## src/hw/rtl/assert_macros.svh

```systemverilog
// assertion macros used by the hash table rtl
`ifndef ASSERT_MACROS_SVH
`define ASSERT_MACROS_SVH

`ifndef SYNTHESIS
`define AST_PROP(lbl, prop, msg) \
	lbl: assert property (@(posedge clk) disable iff (!arst_n) (prop)) else $error(msg);
`define AST_NEVER(lbl, cond, msg) \
	`AST_PROP(lbl, !(cond), msg)
`else
`define AST_PROP(lbl, prop, msg)
`define AST_NEVER(lbl, cond, msg)
`endif

`endif

```

## src/hw/rtl/ohash_pkg.sv

```systemverilog
// shared types and constants of the open addressing hash table
package ohash_pkg;

	localparam int CAPACITY = 256;
	localparam int IDX_W    = $clog2(CAPACITY);
	localparam int CNT_W    = $clog2(CAPACITY + 1);
	localparam int KEY_W    = 32;
	localparam int HASH_W   = 32;
	localparam int VAL_W    = 64;
	localparam int CFG_W    = 9;
	localparam int CMP_W    = CNT_W + CFG_W;
	localparam int KSLOT_W  = KEY_W + 1;

	localparam logic [CFG_W-1:0] MAX_ENTRIES_RST = CFG_W'(192);

	typedef enum logic [1:0] {
		OP_GET = 2'd0,
		OP_SET = 2'd1,
		OP_INS = 2'd2,
		OP_DEL = 2'd3
	} opcode_t;

	typedef enum logic [1:0] {
		ST_OK        = 2'd0,
		ST_NOT_FOUND = 2'd1,
		ST_REFUSED   = 2'd2,
		ST_FULL      = 2'd3
	} status_t;

	typedef enum logic [1:0] {
		S_IDLE,
		S_PROBE,
		S_DONE
	} state_t;

	typedef enum logic [1:0] {
		SK_HIT,
		SK_EMPTY,
		SK_TOMB,
		SK_NONE
	} slot_kind_t;

	typedef struct packed {
		logic load;
		logic step;
		logic commit;
		logic push;
	} dp_cmd_t;

	typedef struct packed {
		logic early;
		logic stop;
		logic out_free;
	} dp_stat_t;

endpackage

```

## src/hw/rtl/ohash_ctrl.sv

```systemverilog
// controller state machine of the hash table
module ohash_ctrl (
	input  logic                clk,
	input  logic                arst_n,
	input  logic                in_valid,
	output logic                in_stall,
	input  ohash_pkg::dp_stat_t stat,
	output ohash_pkg::dp_cmd_t  cmd
);

	ohash_pkg::state_t state_q;
	ohash_pkg::state_t state_nxt;

	always_ff @(posedge clk or negedge arst_n) begin
		if (!arst_n) begin
			state_q <= ohash_pkg::S_IDLE;
		end else begin
			state_q <= state_nxt;
		end
	end

	always_comb begin
		state_nxt = state_q;
		cmd       = '0;
		in_stall  = 1'b1;
		case (state_q)
			ohash_pkg::S_IDLE: begin
				in_stall = 1'b0;
				if (in_valid) begin
					cmd.load  = 1'b1;
					state_nxt = stat.early ? ohash_pkg::S_DONE : ohash_pkg::S_PROBE;
				end
			end
			ohash_pkg::S_PROBE: begin
				if (stat.stop) begin
					cmd.commit = 1'b1;
					state_nxt  = ohash_pkg::S_DONE;
				end else begin
					cmd.step = 1'b1;
				end
			end
			ohash_pkg::S_DONE: begin
				if (stat.out_free) begin
					cmd.push  = 1'b1;
					state_nxt = ohash_pkg::S_IDLE;
				end
			end
			default: begin
				state_nxt = ohash_pkg::S_IDLE;
			end
		endcase
	end

endmodule

```

## config.mk

```make
export PLATFORM = sky130hd
export DESIGN_NAME = ohash_ctrl
export DESIGN_NICKNAME = d
export VERILOG_FILES = /design/src/hw/rtl/assert_macros.svh /design/src/hw/rtl/ohash_pkg.sv /design/src/hw/rtl/ohash_ctrl.sv
export SDC_FILE = /design/constraint.sdc
export NUM_CORES = 1
export LEC_CHECK = 0
export ABC_AREA = 1
export BUFFER_PORTS_ARGS = -buffer_cell sky130_fd_sc_hd__buf_2
export CAP_MARGIN = 30
export CORE_AREA = 2 2 39 41
export CTS_CLUSTER_DIAMETER = 150
export CTS_CLUSTER_SIZE = 14
export DETAILED_ROUTE_END_ITERATION = 7
export DIE_AREA = 0 0 41 43
export PLACE_DENSITY = 0.3
export SLEW_MARGIN = 20
export SYNTH_ARGS = -nofsm -noshare
export SYNTH_HDL_FRONTEND = slang
export SYNTH_SLANG_ARGS = --single-unit
```

## constraint.sdc

```tcl
create_clock -name clk -period 1.1 [get_ports clk]
set_clock_uncertainty 0.1 [all_clocks]
set_input_delay 0 -clock clk [delete_from_list [all_inputs] [get_ports clk]]
set_output_delay 0 -clock clk [all_outputs]
set_load 0.01 [all_outputs]
```

Yosys cells after proc, flatten, opt, wreduce, memory -nomap -nowiden
Index checks and enable logic that the tools add are counted.

word-level totals
  register bits = 2
  latch bits = 0
  memory bits (writable) = 0
  bits in read-only memories = 0
  input port bits = 6
  output and inout port bits = 5
  word-level logic and storage cells = 21
  memories = 0

operators by class
  add/sub/neg operators = 0
  multiply operators = 0
  div/mod/pow operators = 0
  $lt $le $gt $ge = 0
  eq/ne operators = 5
  shift operators = 0
  mux-type cells = 13
  bitwise logic cells = 0
  reduce and logical (&&, ||, !) cells = 2

operators by type and width
  cell                                                                    count
  2-bit 2-to-1 mux                                                        5
  1-bit 2-to-1 mux                                                        7
  2-bit != test (second input constant)                                   3
  2-bit case mux with 3 select lines                                      1
  3-bit AND reduction                                                     1
  2-bit by 1-bit equality test with 1-bit output (second input constant)  1
  2-bit equality test (second input constant)                             1
  2-bit logical NOT                                                       1

Depth between registers and ports, before layout
Gate-level depths: netlist (run 1).

  depth after elaboration = 3
  depth in mapped cells = 5
  depth with buffers taken out = 5

Least setup slack after synthesis (run 1)
Ideal clock, no wire load.

  path type = register to register
  start point = register state_q[0]
  end point = register state_q[0]
  library setup time = 0.066 ns
  data arrival time = 0.767 ns
  required time = 0.934 ns
  slack = 0.167 ns
  cell stages (with the launch flop) = 6
  buffers on the path = 0
  clock period less this slack = 0.933 ns
  path through = dfrtp_1 -> inv_2 -> nand2_2 -> nor2_1 -> nand4_1 -> nand2_1

on the way
  longest elaborated chain between the ends = 3
  elaborated cells between the ends (all ways) = 8
  classes of those cells = 5 x eq/ne; 1 x mux; 2 x reduce/logical

RTL lines
  item                                                                    RTL line          source
  start: declaration                                                      ohash_ctrl.sv:11  ohash_pkg::state_t state_q;
  start signal: assignment                                                ohash_ctrl.sv:16  state_q <= ohash_pkg::S_IDLE;
  start signal: assignment                                                ohash_ctrl.sv:18  state_q <= state_nxt;
  2-bit by 1-bit equality test with 1-bit output (tied with other cells)  ohash_ctrl.sv:26  case (state_q)
  2-bit != test (no line)                                                 -
  3-bit AND reduction (no line)                                           -

Several ways; a longest one is shown, not always the timed one.
A chain may end at the register's enable or synchronous reset.

==> results of run 1 <==
## tightest hold or removal path: stages
cell and delay (ps):
buf_2 80, inv_1 50, nand3_2 90, nand2_1 60
## repair_timing
item / 4_1_cts / 5_1_grt
resized for setup: 1 / 2
endpoints found under the hold margin: 4 / 0
pin swaps: 2 / 1
hold buffers: 4 / 0
setup endpoints to repair: 4 / 6
setup buffers: 1 / 0
## cell families after synthesis
logic type      share of synthesized area (%)
flops                                    35.1
buf+inv                                  15.8
compound gates                           7.01
simple gates                             42.1
## final cells by class
| cell class | instances | area [sq um] | share of cell area [%] |
|---|---|---|---|
| timing repair buffer | 15 | 97.6 | 33.2 |
| multi-input combinational | 14 | 80.1 | 27.2 |
| sequential | 2 | 51.3 | 17.4 |
| clock buffer | 3 | 22.5 | 7.66 |
| inverter | 6 | 22.5 | 7.66 |
| tap | 16 | 20.0 | 6.81 |
## power by group through the flow
stage	combinational (mW)	clock [mW]	sequential [mW]
final	0.329	0.160	0.162
after global routing	0.372	0.183	0.165
after CTS	0.330	0.173	0.155
after detailed placement	0.287	0	0.155
after global placement	0.292	0	0.154
after floorplan	0.194	0	0.147
## worst min-delay path by stage
stage	end	slack, ps	cells past startpoint
3_3_place_gp	state_q[1]	-310	1
4_1_cts	state_q[0]	5	4
5_1_grt	state_q[0]	20	4
2_1_floorplan	state_q[0]	-400	0
3_5_place_dp	state_q[0]	-310	1
6_report	state_q[0]	5	4
## routing by layer
metal / wire length (um) / GRT usage, % / up-vias
met5: 0 / 0 / -
met4: 0 / 6.00 / 0
met3: 35 / 3.14 / 0
met2: 184 / 7.19 / 7
met1: 193 / 5.47 / 86
li1: - / - / 106
## cells in the mapped netlist
library cell | n | share of area [%]
a21oi_1 | 1 | 3.5
dfrtp_1 | 2 | 35
inv_1 | 4 | 11
inv_2 | 2 | 5.3
nand2_1 | 3 | 7.9
nand2_2 | 1 | 4.4
nand3_1 | 1 | 3.5
nand3_2 | 1 | 7.0
nand4_1 | 1 | 4.4
nor2_1 | 3 | 7.9
nor3_1 | 2 | 7.0
o21ai_0 | 1 | 3.5
## through the flow
step	hold slack, ps	power [mW]	setup slack, ps	area (sq um)
after CTS	5.43	0.658	-31.7	288
after global placement	-314	0.447	115	213
final	4.52	0.652	-18.8	294
after global routing	22.9	0.721	-82.4	294
after floorplan	-396	0.341	167	143
after detailed placement	-312	0.442	121	213
==> results.toml, run 1 <==
[layout]
syn_to_final_growth_pct = 106
layout_common_cells = "buf_2, inv_1, dlygate4sd3_1"
final_common_cell = "buf_2"
num_antenna_cells = 0
layout.cells.non_filler = 56
final_nets = 48
largestRegisters = "state_q x2"
top_register = "state_q"
fillers = 159
finalCoreUtilization_pct = 21.2
drive_above_1_share_pct = 52.5
largest_register_ffs = 2

[run]
drv_cap = 0

[timing]
rsz0062_at_grt = "true"
finalSetupTns_ps = -37.1
setup_viol_count_final = 2
fin_ws_ps = -18.8
drv_slew = 0
slew_headroom_pct = 88.7
worstMarginPinSlew_ps = 167
finalCritPeriodShare_pct = 102
post-route-min-period_ps = 1120
fmaxAchievable_mhz = 894
hold_violations = 0

[setup_path]
r2r_slack_ps = 30
r2r_cells = 5
path_delay_family = "flip-flops"
crit_path_cell_trace = "inv_2 > nand2_2 > nor2_1 > buf_2"
max_stage_delay_ps = 410
cp_max_fo = 4
end_kind = "output port"
worstSetupEndpoint = "cmd[3]"
worst_path_max_delay_cell = "dfrtp_1"
worstSetupPathType = "reg2out"
crit_start = "state_q[1]"
required_ps = 1000
crit_cells = 4
r2r_end = "state_q[0]"
start_kind = "flip-flop"
cp.buffers_inverters = 2
crit_arrival_ps = 1020
r2r_start = "state_q[0]"

[die]
core_sq_mm = 0.00138
fp.dieW_um = 41
die_area_sq_mm = 0.00176
core.rowCount = 14
io_pins = 11
start_util_pct = 10.3
die_h_um = 43

[global_route]
grt.total_usage_pct = 5.52
grt_pass1_wl_um = 614
grt_pass1_vias = 182
grt_max_degree = 5
antenna_found_initial = 0
grt-ovfl-total = 0

[detailed_routing]
drt_iter0_markers = 5
vias = 199
drc = 0
routed_via_density = 3.55
wire_per_inst_um = 7.36
postRouteAntennaNets = 0
first_pass_iters = 4
routed_wl_um = 412

[power]
clockPowerShare_pct = 24.5
powerDensity_mw_per_mm2 = 2220
seq_power_share_pct = 24.9
switching_share_pct = 42.0
ir_drop_uv = 740
intPower_mw = 0.378
p_leak_nw = 0.171
p_switching_mw = 0.274
power.share.combinational_pct = 50.5

[place]
place_hpwl_um = 298
dpl.cell_count = 48
place_congestion = 0.597
port_buffers = 10

[yosys]
syn_area_sq_um = 143
netlist_instances = 22
synth_seq_cells = 2
ys_types = 12
synthesis.nets = 28
yosys_warnings = 0
ys_seq_area_share_pct = 35.1
syn_avg_cell_area_sq_um = 6.48

[clocking]
clk_path_buf_depth = 2
h-tree-depth = 1
cts.sinks = 2
numCtsBuffers = 3
clkSlewWorstSetupHoldPaths_ps = 30
root_buffer = "clkbuf_4"
clock_latency_ps = 220
tritoncts = "yes"

[run_status]
status = "finished, violations left"
violations = "setup timing"

[worst_hold_path]
hp-class = "in2reg"
min-delay-start = "stat[1]"
Power figures use the tool's default switching activity.
==> run 2, diff against run 1 <==
==> constraint.sdc (replaced) <==
create_clock -name clk -period 1 [get_ports clk]
set_clock_uncertainty 0.1 [all_clocks]
set_input_delay 0 -clock clk [delete_from_list [all_inputs] [get_ports clk]]
set_output_delay 0 -clock clk [all_outputs]
set_load 0.01 [all_outputs]
==> run 2 against run 1 <==
Compared with the run above:
- the run ends with hold timing, setup timing left
- critical path depth down 1
- highest routed layer unchanged
- via count down 3.5%
- count of clock-buffer cells in the layout unchanged
- die area unchanged
- total power up 5.7%
- global-route usage up 0.51 points
==> results.toml, run 2 (synthesis results as in run 1) <==
[run_status]
status = "finished, violations left"
violations = "hold timing, setup timing"

[layout]
syn_to_final_growth_pct = 97.4
num_antenna_cells = 0
finalCoreUtilization_pct = 20.3
largest_register_ffs = 2
largestRegisters = "state_q x2"
final_nets = 47
layout.cells.non_filler = 55
top_register = "state_q"
layout_common_cells = "buf_2, inv_1, dlygate4sd3_1"
final_common_cell = "buf_2"
drive_above_1_share_pct = 48.7

[die]
start_util_pct = 10.3
die_h_um = 43
io_pins = 11
die_area_sq_mm = 0.00176
core_sq_mm = 0.00138
fp.dieW_um = 41
core.rowCount = 14

[detailed_routing]
drc = 0
postRouteAntennaNets = 0
wire_per_inst_um = 7.47
first_pass_iters = 2
drt_iter0_markers = 1
routed_wl_um = 411
routed_via_density = 3.49
vias = 192

[clocking]
cts.sinks = 2
h-tree-depth = 1
clk_path_buf_depth = 2
clock_latency_ps = 220
numCtsBuffers = 3
post_cts_buffers = 0
tritoncts = "yes"
clkSlewWorstSetupHoldPaths_ps = 30
root_buffer = "clkbuf_4"

[timing]
post-route-min-period_ps = 1130
slew_headroom_pct = 89.4
finalCritPeriodShare_pct = 113
hold_violations = 1
rsz0062_at_grt = "true"
worstMarginPinSlew_ps = 157
hold-worst-slack_ps = -1.30
fin_ws_ps = -131
drv_slew = 0
fmaxAchievable_mhz = 884
setup_viol_count_final = 5

[power]
powerDensity_mw_per_mm2 = 2450
ir_drop_uv = 811
power_mw = 0.689
p_leak_nw = 0.163

[setup_path]
crit_arrival_ps = 1030
worst_path_max_delay_cell = "dfrtp_1"
end_kind = "output port"
cp.buffers_inverters = 2
crit_start = "state_q[1]"
cp_max_fo = 4
max_stage_delay_ps = 400
crit_path_cell_trace = "inv_2 > nor3_1 > buf_2"
start_kind = "flip-flop"
required_ps = 900
r2r_start = "state_q[0]"
path_delay_family = "flip-flops"
worstSetupPathType = "reg2out"

[place]
port_buffers = 10
place_congestion = 0.608
dpl.cell_count = 48
place_hpwl_um = 292

[global_route]
grt_pass1_vias = 195
grt_pass1_wl_um = 634
grt-ovfl-total = 0
antenna_found_initial = 0
grt.total_usage_pct = 6.03
grt_max_degree = 6

[worst_hold_path]
min-delay-start = "stat[1]"
hp-class = "in2reg"

[run]
drv_cap = 0
[run 2: cell count changes in the layout (fill, tap and decap cells not counted)]
cell and change:
nor3_2 -1, buf_4 -1, nor3_1 +1
[run 2: what timing repair did]
item                                    4_1_cts  5_1_grt
hold buffers                                  4        0
endpoints found under the setup margin        5        6
pin swaps                                     2        0
hold endpoints to repair                      4        0
gates resized for setup                       1        1
[run 2: cell type report]
| cell class | instances | area (sq um) |
|---|---|---|
| multi-input combinational | 14 | 75.1 |
| tap | 16 | 20.0 |
| inverter | 6 | 22.5 |
| fill | 161 | 1100 |
| timing repair buffer | 14 | 90.1 |
| clock buffer | 3 | 22.5 |
| sequential | 2 | 51.3 |
[run 2: where the power goes]
part           internal (mW)  switching, mW
sequential             0.123         0.0561
clock                  0.133         0.0485
combinational          0.137          0.191
total                  0.393          0.296
[run 2: tightest hold or removal path, cell delays in order]
cell	delay [ps]
buf_2	70
inv_1	50
nand3_2	100
nand2_1	60
[run 2: through the flow]
step / cell area [sq um] / TNS (ps) / setup slack, ps / hold slack, ps
final: 282 / -477 / -131 / -1.30
after global routing: 282 / -830 / -196 / 8.87
after CTS: 280 / -520 / -130 / 0.209
after detailed placement: 213 / 0 / 22.3 / -313
after global placement: 213 / 0 / 8.12 / -315
after floorplan: 143 / 0 / 67.3 / -396
[run 2: worst paths after layout]
path / to / slack (ps) / cells after the start
hold / removal: state_q[0] / -1 / 4
hold reg to reg: state_q[0] / 530 / 2
min in group asynchronous: state_q[1] / 530 / 3
setup reg to reg: state_q[0] / 10 / 4
max in group asynchronous: state_q[0] / 140 / 3
setup / recovery: cmd[0] / -130 / 3
[run 2: routing by layer]
metal / global-route usage, % / part of all wire [%] / vias to the layer above
met4: 10.0 / 0 / 0
met5: 0 / 0 / -
met1: 5.48 / 46 / 82
li1: - / - / 103
met2: 7.81 / 43 / 7
met3: 1.57 / 10 / 0
==> run 3, diff against run 2 <==
--- a/config.mk
+++ b/config.mk
@@ -5,7 +5,6 @@
 export SDC_FILE = /design/constraint.sdc
 export NUM_CORES = 1
 export LEC_CHECK = 0
-export ABC_AREA = 1
 export BUFFER_PORTS_ARGS = -buffer_cell sky130_fd_sc_hd__buf_2
 export CAP_MARGIN = 30
 export CORE_AREA = 2 2 39 41
==> run 3 against run 2 <==
Compared with the run above:
- the run still ends with hold timing, setup timing left
- fmax is 13% lower
- utilization grew 0.090 points
- sequential power shrank 24%
- die area unchanged
- cell count shrank 13%
- critical path depth rose by 1
- non-clock buffer count is 1 higher
- sequential share of layout area down 0.52 points
- total power decreased by 19%
- register-to-register slack worse by 270 ps
- clock power about the same
- largest power group unchanged
==> results.toml, run 3 <==
[layout]
finalCoreUtilization_pct = 20.4
final_common_cell = "buf_2"
syn_to_final_growth_pct = 107
final_nets = 40
largest_register_ffs = 2
top_register = "state_q"
layout_common_cells = "buf_2, clkbuf_4"
num_antenna_cells = 0
layout.cells.non_filler = 48
fillers = 159
largestRegisters = "state_q x2"
drive_above_1_share_pct = 56.3

[clocking]
h-tree-depth = 1
clk_path_buf_depth = 2
cts.sinks = 2
tritoncts = "yes"
clkSlewWorstSetupHoldPaths_ps = 30
hold_buffers = 2
root_buffer = "clkbuf_4"
numCtsBuffers = 3
clock_latency_ps = 220

[power]
ir_drop_uv = 483
powerDensity_mw_per_mm2 = 1980
p_leak_nw = 0.153

[global_route]
grt_pass1_wl_um = 648
grt.total_usage_pct = 5.82
grt_max_degree = 9
grt-ovfl-total = 0
grt_pass1_vias = 175
antenna_found_initial = 0

[setup_path]
worstSetupPathType = "reg2out"
required_ps = 900
end_kind = "output port"
cp_max_fo = 4
crit_arrival_ps = 1190
start_kind = "flip-flop"

[timing]
fin_ws_ps = -293
rsz0062_at_grt = "true"
hold-worst-slack_ps = -48.3
hold_violations = 1
fmaxAchievable_mhz = 773
post-route-min-period_ps = 1290
worstMarginPinSlew_ps = 172
finalCritPeriodShare_pct = 129
drv_slew = 0
setup_viol_count_final = 7
slew_headroom_pct = 88.5

[place]
pre_cts_slack_ps = -195
port_buffers = 10
place_congestion = 0.597
dpl.cell_count = 42

[die]
die_h_um = 43
start_util_pct = 9.86
core.rowCount = 14
io_pins = 11
fp.dieW_um = 41
die_area_sq_mm = 0.00176
core_sq_mm = 0.00138

[yosys]
syn_avg_cell_area_sq_um = 9.74
synthesis.nets = 20
ys_types = 12
ys_seq_area_share_pct = 36.7
synth_edf_count = 0
synth_top_cell_by_area = "dfrtp_1"
synth.area.top_cells = "dfrtp_1, nor3b_1, and4bb_1"
yosysTopAreaCellShare_pct = 36.7
synthFlopType = "dfrtp_1"
synth_commonest_cells = "dfrtp_1, nor3b_1"
netlist_instances = 14
synth-async-reset-ratio_pct = 100
syn_area_sq_um = 136
synth_seq_cells = 2
yosys_warnings = 0

[detailed_routing]
drt_iter0_markers = 0
routed_wl_um = 400
routed-wl-met2_um = 128
routed.top_layer = "met4"
postRouteAntennaNets = 0
routed_via_density = 3.58
wl_met3_um = 64
wl_met1_um = 194
vias = 172
wire_per_inst_um = 8.33
first_pass_iters = 1
drc = 0

[run_status]
violations = "hold timing, setup timing"
status = "finished, violations left"

[worst_hold_path]
hp-class = "in2reg"

[run]
drv_cap = 0
## run 3: final timing paths
kind / startpoint / end / slack (ps) / cells after the start
max in group asynchronous: arst_n / state_q[0] / 140 / 3
hold reg to reg: state_q[1] / state_q[0] / 480 / 2
hold / removal: stat[2] / state_q[0] / -50 / 3
min in group asynchronous: arst_n / state_q[1] / 530 / 3
setup reg to reg: state_q[1] / state_q[1] / -260 / 3
setup / recovery: state_q[1] / cmd[3] / -290 / 4
## run 3: repair_timing
action | 4_1_cts | 5_1_grt
buffers inserted | 0 | 1
pin swaps | 1 | 0
resized for setup | 2 | 0
setup endpoints to repair | 7 | 7
hold endpoints to repair | 3 | 1
## run 3: cells by family after synthesis
group	synth area share [%]
buffers and inverters	2.75
AO/OA/AOI/OAI	3.67
flip-flops	36.7
AND/OR/NAND/NOR	56.9
## run 3: worst max-delay path: stages (launching register included)
cell     delay, ps
dfrtp_1        400
buf_6          130
or2_1          220
nor2_1          80
buf_2          130
## run 3: cell type report
type                            instances  area (sq um)  area share, %
Sequential cell                         2          50.0           17.7
Tap cell                               16          20.0           7.08
Clock buffer                            3          22.5           7.96
Timing Repair Buffer                   15           103           36.3
Multi-Input combinational cell         11          83.8           29.6
Inverter                                1          3.75           1.33
## run 3: power breakdown
part           switching (mW)  total [mW]  leakage, nW  internal (mW)
Clock                  0.0469       0.179       0.0138          0.132
Sequential             0.0310       0.136       0.0258          0.105
Combinational          0.0903       0.244        0.113          0.153
Total                   0.168       0.559        0.153          0.391
## run 3: layer usage
layer	track usage, %	vias up
met5	0	-
met3	3.14	2
li1	-	87
met4	6.00	0
met1	7.05	70
met2	6.56	13
## run 3: stage by stage
step / TNS, ps / area (sq um) / hold WS (ps) / power, mW
5_1_grt: -1880 / 283 / -54.3 / 0.605
3_3_place_gp: -385 / 223 / -314 / 0.333
6_report: -1500 / 283 / -48.3 / 0.559
2_1_floorplan: -217 / 138 / -396 / 0.234
3_5_place_dp: -394 / 223 / -312 / 0.332
4_1_cts: -1400 / 275 / -62.6 / 0.551
